<file path="src/rtl/assert_macros.svh">
// Assertion macros shared by the RTL modules.
`ifndef ASSERT_MACROS_SVH
`define ASSERT_MACROS_SVH

// Checked on every clk_i edge, held off while rst_ni is low.
`define ITR_ASSERT(lbl, prop, msg) \
  lbl: assert property (@(posedge clk_i) disable iff (!rst_ni) prop) else $error(msg);

// Checked on every clk_i edge, also during reset.
`define ITR_ASSERT_ALWAYS(lbl, prop, msg) \
  lbl: assert property (@(posedge clk_i) prop) else $error(msg);

`endif

</file>
<file path="src/rtl/itr_pkg.sv">
// Package for the integer to Roman numeral converter: widths, token table, control types.
package itr_pkg;

  localparam int unsigned VALUE_W  = 12;
  localparam int unsigned SYMBOL_W = 8;
  localparam int unsigned NUM_TOK  = 13;
  localparam int unsigned TOK_W    = $clog2(NUM_TOK);

  localparam logic [VALUE_W-1:0] MAX_VALID = VALUE_W'(3999);
  localparam logic [TOK_W-1:0]   TOK_ONE   = TOK_W'(NUM_TOK - 1);
  localparam logic [SYMBOL_W-1:0] NO_SYM   = 8'h00;

  // Greedy tokens, largest first: M CM D CD C XC L XL X IX V IV I.
  localparam logic [VALUE_W-1:0] TOK_VAL [NUM_TOK] = '{
    12'd1000, 12'd900, 12'd500, 12'd400, 12'd100, 12'd90, 12'd50,
    12'd40, 12'd10, 12'd9, 12'd5, 12'd4, 12'd1
  };
  localparam logic [SYMBOL_W-1:0] TOK_FIRST [NUM_TOK] = '{
    "M", "C", "D", "C", "C", "X", "L", "X", "X", "I", "V", "I", "I"
  };
  // Second letter of a subtractive pair, NO_SYM for single letters.
  localparam logic [SYMBOL_W-1:0] TOK_SECOND [NUM_TOK] = '{
    8'h00, "M", 8'h00, "D", 8'h00, "C", 8'h00, "L", 8'h00, "X", 8'h00, "V", 8'h00
  };

  typedef struct packed {
    logic load;
    logic step;
  } itr_cmd_t;

  typedef struct packed {
    logic last;
  } itr_sts_t;

endpackage

</file>
<file path="src/rtl/itr_intf.sv">
// Valid/ready channel interfaces for the input values and the output characters.
interface itr_in_if;
  import itr_pkg::*;

  logic               valid;
  logic               ready;
  logic [VALUE_W-1:0] value;

  modport source (output valid, output value, input ready);
  modport sink (input valid, input value, output ready);
endinterface

interface itr_out_if;
  import itr_pkg::*;

  logic                valid;
  logic                ready;
  logic [SYMBOL_W-1:0] symbol;
  logic                last;
  logic                range_error;

  modport source (output valid, output symbol, output last, output range_error, input ready);
  modport sink (input valid, input symbol, input last, input range_error, output ready);
endinterface

</file>
<file path="src/rtl/itr_ctrl.sv">
// Controller: accepts a value, then steps the datapath once per character.
`include "assert_macros.svh"

module itr_ctrl (
  input  logic             clk_i,
  input  logic             rst_ni,
  input  logic             in_valid_i,
  input  logic             out_ready_i,
  input  itr_pkg::itr_sts_t sts_i,
  output logic             in_ready_o,
  output logic             out_valid_o,
  output itr_pkg::itr_cmd_t cmd_o
);
  import itr_pkg::*;

  localparam logic S_IDLE = 1'b0;
  localparam logic S_RUN  = 1'b1;

  logic state_q, state_d;
  logic out_valid_q, out_valid_d;
  logic can_step;

  assign can_step   = !out_valid_q || out_ready_i;
  assign in_ready_o = (state_q == S_IDLE);
  assign out_valid_o = out_valid_q;

  always_comb begin
    state_d     = state_q;
    out_valid_d = out_valid_q && !out_ready_i;
    cmd_o       = '0;
    case (state_q)
      S_IDLE: begin
        if (in_valid_i) begin
          cmd_o.load = 1'b1;
          state_d    = S_RUN;
        end
      end
      S_RUN: begin
        if (can_step) begin
          cmd_o.step  = 1'b1;
          out_valid_d = 1'b1;
          if (sts_i.last) begin
            state_d = S_IDLE;
          end
        end
      end
      default: begin
        state_d = S_IDLE;
      end
    endcase
  end

  always_ff @(posedge clk_i or negedge rst_ni) begin
    if (!rst_ni) begin
      state_q     <= S_IDLE;
      out_valid_q <= 1'b0;
    end else begin
      state_q     <= state_d;
      out_valid_q <= out_valid_d;
    end
  end

  `ITR_ASSERT_ALWAYS(a_load_step_excl, !(cmd_o.load && cmd_o.step), "load and step together")
  `ITR_ASSERT(a_step_fills_out, cmd_o.step |=> out_valid_q, "step did not fill output")
  `ITR_ASSERT(a_stall_holds, out_valid_q && !out_ready_i |=> out_valid_q, "stalled char dropped")
  `ITR_ASSERT(a_load_runs, cmd_o.load |=> (state_q == S_RUN), "load did not start run")

endmodule

</file>
<file path="src/rtl/itr_dp.sv">
// Datapath: remainder register, greedy token select and output character register.
`include "assert_macros.svh"

module itr_dp (
  input  logic                          clk_i,
  input  logic                          rst_ni,
  input  itr_pkg::itr_cmd_t             cmd_i,
  input  logic [itr_pkg::VALUE_W-1:0]   value_i,
  output itr_pkg::itr_sts_t             sts_o,
  output logic [itr_pkg::SYMBOL_W-1:0]  symbol_o,
  output logic                          last_o,
  output logic                          range_error_o
);
  import itr_pkg::*;

  logic [VALUE_W-1:0]  rem_q, rem_d;
  logic                err_q;
  logic                pend_q;
  logic [SYMBOL_W-1:0] pend_sym_q;
  logic [SYMBOL_W-1:0] sym_q;
  logic                last_q;
  logic                rerr_q;

  logic [TOK_W-1:0]    idx;
  logic                two;
  logic [SYMBOL_W-1:0] sym_d;
  logic                last_d;

  // Largest token not above the remainder.
  always_comb begin
    idx = TOK_ONE;
    for (int i = NUM_TOK - 1; i >= 0; i--) begin
      if (rem_q >= TOK_VAL[i]) begin
        idx = TOK_W'(i);
      end
    end
  end

  assign two = (TOK_SECOND[idx] != NO_SYM);

  always_comb begin
    if (err_q) begin
      sym_d  = NO_SYM;
      rem_d  = rem_q;
      last_d = 1'b1;
    end else if (pend_q) begin
      sym_d  = pend_sym_q;
      rem_d  = rem_q;
      last_d = (rem_q == '0);
    end else begin
      sym_d  = TOK_FIRST[idx];
      rem_d  = rem_q - TOK_VAL[idx];
      last_d = !two && (rem_d == '0);
    end
  end

  assign sts_o.last = last_d;

  always_ff @(posedge clk_i or negedge rst_ni) begin
    if (!rst_ni) begin
      pend_q <= 1'b0;
    end else if (cmd_i.load) begin
      pend_q <= 1'b0;
    end else if (cmd_i.step) begin
      pend_q <= !pend_q && !err_q && two;
    end
  end

  always_ff @(posedge clk_i) begin
    if (cmd_i.load) begin
      rem_q <= value_i;
      err_q <= (value_i == '0) || (value_i > MAX_VALID);
    end else if (cmd_i.step) begin
      rem_q      <= rem_d;
      pend_sym_q <= TOK_SECOND[idx];
      sym_q      <= sym_d;
      last_q     <= last_d;
      rerr_q     <= err_q;
    end
  end

  assign symbol_o      = sym_q;
  assign last_o        = last_q;
  assign range_error_o = rerr_q;

  `ITR_ASSERT(a_err_single, err_q && cmd_i.step |-> sts_o.last, "error gave more than one char")
  `ITR_ASSERT(a_pair_done, pend_q && cmd_i.step |=> !pend_q, "second letter pending twice")

endmodule

</file>
<file path="src/rtl/integer_to_roman_numeral.sv">
// Top level of the integer to Roman numeral converter.
// Takes a 12-bit unsigned value and sends its Roman numeral (subtractive form) as one
// ASCII capital letter per output transaction, most significant first, with last set
// on the final letter. Values 0 and 4000 to 4095 give one transaction with symbol 0,
// last 1 and range_error 1. A loaded value gives 1 to 15 letters, one per cycle while
// the output is not stalled, made by greedy subtraction on a remainder register (the second
// letter of a subtractive pair takes a step of its own). The next value is accepted as soon
// as the last letter has moved into the output register, while that letter still waits.
module integer_to_roman_numeral (
  input  logic       clk_i,
  input  logic       rst_ni,
  itr_in_if.sink     in_i,
  itr_out_if.source  out_o
);
  import itr_pkg::*;

  itr_cmd_t cmd;
  itr_sts_t sts;

  itr_ctrl u_ctrl (
    .clk_i       (clk_i),
    .rst_ni      (rst_ni),
    .in_valid_i  (in_i.valid),
    .out_ready_i (out_o.ready),
    .sts_i       (sts),
    .in_ready_o  (in_i.ready),
    .out_valid_o (out_o.valid),
    .cmd_o       (cmd)
  );

  itr_dp u_dp (
    .clk_i         (clk_i),
    .rst_ni        (rst_ni),
    .cmd_i         (cmd),
    .value_i       (in_i.value),
    .sts_o         (sts),
    .symbol_o      (out_o.symbol),
    .last_o        (out_o.last),
    .range_error_o (out_o.range_error)
  );

endmodule

</file>
<file path="src/flat_wrapper.sv">
// flat-port wrapper written by rule: the top's interface ports become plain ports
module integer_to_roman_numeral_flat import itr_pkg::*;
  (clk_i, rst_ni, in_i_valid, in_i_value, in_i_ready, out_o_valid, out_o_symbol, out_o_last, out_o_range_error, out_o_ready);
  itr_in_if in_i_i ();
  itr_out_if out_o_i ();
  input  logic clk_i;
  input  logic rst_ni;
  input wire logic [$bits(in_i_i.valid)-1:0] in_i_valid;
  input wire logic [$bits(in_i_i.value)-1:0] in_i_value;
  output wire logic [$bits(in_i_i.ready)-1:0] in_i_ready;
  output wire logic [$bits(out_o_i.valid)-1:0] out_o_valid;
  output wire logic [$bits(out_o_i.symbol)-1:0] out_o_symbol;
  output wire logic [$bits(out_o_i.last)-1:0] out_o_last;
  output wire logic [$bits(out_o_i.range_error)-1:0] out_o_range_error;
  input wire logic [$bits(out_o_i.ready)-1:0] out_o_ready;
  assign in_i_i.valid = in_i_valid;
  assign in_i_i.value = in_i_value;
  assign in_i_ready = in_i_i.ready;
  assign out_o_valid = out_o_i.valid;
  assign out_o_symbol = out_o_i.symbol;
  assign out_o_last = out_o_i.last;
  assign out_o_range_error = out_o_i.range_error;
  assign out_o_i.ready = out_o_ready;
  integer_to_roman_numeral u_core (.clk_i(clk_i), .rst_ni(rst_ni), .in_i(in_i_i), .out_o(out_o_i));
endmodule
</file>
<file path="config.mk">
export PLATFORM = sky130hd
export DESIGN_NAME = integer_to_roman_numeral_flat
export DESIGN_NICKNAME = d
export VERILOG_FILES = /design/src/rtl/itr_pkg.sv /design/src/rtl/itr_intf.sv /design/src/rtl/itr_ctrl.sv /design/src/rtl/itr_dp.sv /design/src/rtl/integer_to_roman_numeral.sv /design/src/flat_wrapper.sv
export VERILOG_INCLUDE_DIRS = /design/src /design/src/rtl
export SDC_FILE = /design/constraint.sdc
export NUM_CORES = 1
export LEC_CHECK = 0
export ABC_AREA = 0
export BUFFER_PORTS_ARGS = -buffer_cell sky130_fd_sc_hd__buf_2
export CORE_UTILIZATION = 47
export CTS_BUF_LIST = sky130_fd_sc_hd__clkbuf_4
export CTS_CLUSTER_DIAMETER = 100
export DETAILED_ROUTE_END_ITERATION = 10
export GPL_TIMING_DRIVEN = 0
export HOLD_SLACK_MARGIN = 0.1
export PLACE_DENSITY = 0.75
export SYNTH_ARGS = -nofsm -noshare
export SYNTH_HDL_FRONTEND = slang
export SYNTH_SLANG_ARGS = --single-unit
export TNS_END_PERCENT = 10
</file>
<file path="constraint.sdc">
create_clock -name clk_i -period 10.7 [get_ports clk_i]
set_input_delay 2.14 -clock clk_i [delete_from_list [all_inputs] [get_ports clk_i]]
set_output_delay 2.14 -clock clk_i [all_outputs]
set_load 0.02 [all_outputs]
</file>
==> flow_metrics.py <==
metrics = {
    "cts": {
        "cts_tree": "done",
        "insertion_delay_ns": 0.35,
        "cts_made_buffers": 5,
        "post-cts-setup-buffer-count": 0,
        "cts.sinks": 30,
        "holdBufCountCts": 0,
        "ctsHtreeMaxLevel": 2,
        "cts_buffer_depth": 2,
        "ctsResizeCount": 0,
        "root_buffer": "clkbuf_4",
        "clk_pin_slew_ns": 0.09,
    },
    "timing": {
        "fin_crit_sh_pct": 52.83,
        "period_needed_ns": 5.653,
        "fin_ws_ns": 5.047,
        "worst_slew_pin_slew_ns": 0.6898,
        "fmax_mhz": 176.9,
        "finalClockSkew_ns": 0.01798,
        "holdWs_ns": 0.4982,
        "tns_ns": 0,
        "slew_headroom_pct": 53.53,
        "finalHoldViolCount": 0,
        "setup_viol": 0,
        "rsz0062_at_grt": "false",
        "maxSlewViolCount": 0,
    },
    "setup_path": {
        "critPathTopFamily": "compound AO/OA/AOI/OAI gates",
        "r2r_start": "u_core.u_dp.rem_q[10]",
        "worstSetupEndpointType": "flop",
        "worstSetupPathType": "flop to flop",
        "critical_path.max_stage_delay_ns": 0.55,
        "r2r_setup_slack_ns": 5.05,
        "path_cells": "or2_1, buf_2, or4_4, or3_4, o21ba_2, o21ai_0, ha_1, nor2_1, nor2_1, ha_1, fa_1, nor2b_1, o2111ai_1, a21boi_0, a311o_1, a21oi_1, xnor2_1, o211ai_1, o31ai_1",
        "cp-start-kind": "flop",
        "path_buf_inv": 1,
        "required_ns": 10.85,
        "timing.rr.end": "u_core.u_dp.last_o",
        "crit_slowest_cell": "o21ai_0",
        "worstPathMaxFanout": 6,
        "worstRegToRegCells": 19,
        "worst-endpoint-arrival_ns": 5.80,
    },
    "final_layout": {
        "fillCellCount": 455,
        "antennaDiodeCount": 0,
        "regArea_um2": 885.9,
        "multiInputGateArea_um2": 1459,
        "utilization_pct": 56.74,
        "drive_gt1_share_pct": 13.71,
        "final_nets": 353,
        "area_delta_synth_final_pct": 12.79,
        "fin_cells": 388,
        "design_area_um2": 2769,
    },
    "power_and_ir_drop": {
        "powerDensity_nw_per_um2": 328.7,
        "finalPower_mw": 0.9102,
        "leakage_nw": 1.125,
        "vdd_drop_max_uv": 216.4,
    },
    "detailed_routing": {
        "drtPass1Iterations": 4,
        "drc": 0,
        "drt-wirelength-per-cell_um": 14.98,
        "initialDrtViolationCount": 206,
        "vias": 2240,
        "ant_nets": 0,
        "viasPerCell": 5.773,
        "routed_wl_um": 5812,
    },
    "yosys": {
        "synth_edf_count": 27,
        "syn_inst": 287,
        "synth_area_leaders": "edfxtp_1 (33%), ha_1 (8.2%), a21oi_1 (5.3%)",
        "yosysTopAreaCellShare_pct": 33.03,
        "ys_ff_latch": 30,
        "yosysSeqAreaShare_pct": 36.09,
        "mappedNetlistArea_um2": 2455,
        "syn_avg_cell_area_um2": 8.553,
        "async_flop_share_pct": 10.00,
        "ys_warn_count": 0,
        "synth_cell_types": 62,
        "synthFlopType": "edfxtp_1",
        "synth_top_area_cell": "edfxtp_1",
    },
    "placed_design": {
        "placed_cells": 380,
        "place_area_um2": 2668,
        "dpl.hpwl_um": 4417,
        "gp_congestion": 0.9805,
        "io_buffers": 25,
        "pre_cts_ws_ns": 5.121,
    },
    "floorplanning": {
        "die_h_um": 74.27,
        "core_area_um2": 4880,
        "die_area_um2": 5516,
        "ios": 28,
        "rows": 25,
        "fp.dieW_um": 74.27,
        "start_util_pct": 50.31,
    },
    "outcome": {
        "status": "finished, final reports clean",
    },
    "flow_run": {
        "drv_cap": 0,
    },
    "grt": {
        "grt_max_degree": 15,
        "grt_pass1_wl_um": 9853,
        "grt_pass1_vias": 2079,
        "grt-ovfl-total": 0,
        "grt_usage_pct": 23.79,
        "antenna_found_initial": 0,
    },
    "hold_path": {
        "hold_depth": 0,
        "whs_endpoint": "u_core.u_dp.range_error_o",
        "hp-start": "u_core.u_dp.err_q",
        "hold_class": "flop to flop",
    },
}
-- worst register-to-register path: cells and delay by family, from the launching register on --
family	cells	cell delay, ns
compound gates	8	2.16
simple gates	6	1.48
fa+ha+maj	3	1.01
flops	1	0.45
xor+xnor	1	0.20
buf+inv	1	0.16
-- flip-flops by register name (all words and copies together) (netlist names) --
register and count:
u_core.u_ctrl.state_q 1, u_core.u_dp.range_error_o 1, u_core.u_dp.err_q 1, u_core.u_dp.pend_q 1, u_core.u_ctrl.out_valid_o 1, u_core.u_dp.symbol_o 6, u_core.u_dp.pend_sym_q 6, u_core.u_dp.last_o 1
u_core.u_dp.rem_q 12
-- logic make-up after synthesis --
kind of cell             Yosys count  synth area share [%]
buffers and inverters             28                 4.638
adder cells (fa/ha/maj)           17                 8.970
other                              1                0.1528
XOR/XNOR                          10                 3.568
flip-flops                        30                 36.09
AND/OR/NAND/NOR                  113                 23.09
multiplexers                       3                 1.223
AO/OA/AOI/OAI                     85                 22.27
-- cell type report --
cell class,instances,area share [%]
Clock inverter,3,2.305
Sequential cell,30,31.99
Inverter,14,1.898
Clock buffer,5,1.356
Buffer,14,2.214
Tap cell,67,3.028
Multi-Input combinational cell,230,52.69
Timing Repair Buffer,25,4.519
-- synth_stat cells (2+ instances only) --
master and instances:
buf_4 2, o41a_1 2, a211o_1 2, edfxtp_1 27, a211oi_1 5, a21o_1 2
nor2_1 28, nor3b_1 2, nor2b_1 3, dfrtp_1 3, o31ai_1 2, a21oi_1 26
mux2i_1 3, xnor2_1 7, ha_1 16, nor4_1 6, o21ai_0 25, and2_1 2
nand3_1 9, nand2b_1 7, or3_1 2, clkbuf_1 11, xor2_1 3, or2_2 2
o211ai_1 2, inv_1 14, nand2_1 33, nor3_1 7
-- layer usage --
layer	part of all wire [%]	vias up	global-route usage, %
met5	0	-	0
met2	48	76	38.48
li1	-	1121	-
met3	4.7	16	3.252
met1	44	1027	31.51
met4	2.9	0	11.53
-- worst max-delay path by stage --
stage,from,to,slack [ns],depth (start not counted)
6_report,u_core.u_dp.rem_q[10],u_core.u_dp.last_o,5.05,19
5_1_grt,u_core.u_dp.rem_q[10],u_core.u_dp.last_o,4.78,20
4_1_cts,u_core.u_dp.rem_q[10],u_core.u_dp.last_o,5.07,19
3_5_place_dp,u_core.u_dp.rem_q[10],u_core.u_dp.last_o,5.12,19
3_3_place_gp,u_core.u_dp.rem_q[10],u_core.u_ctrl.state_q,5.22,20
2_1_floorplan,u_core.u_dp.rem_q[10],u_core.u_ctrl.state_q,5.80,20
-- where the power goes --
group	switching, mW	leakage (nW)	internal, mW
clock network	0.0434	0.0528	0.0719
logic	0.345	0.775	0.226
registers	0.0333	0.298	0.191
total	0.421	1.13	0.489
-- layout by cell type, fill, tap and decap left out, drive strengths merged, types with 3 or more instances in the layout --
cell type	n
a21oi	26
nand2b	7
clkbuf	16
nor2b	3
xor2	3
xnor2	7
nand3	10
o21ai	25
or2	3
dfrtp	3
ha	16
nor4	6
mux2i	3
inv	14
or3	3
nand2	33
a211oi	5
nor3	8
edfxtp	27
nor2	28
buf	28
Note: power is estimated with default switching activity, not from simulation.
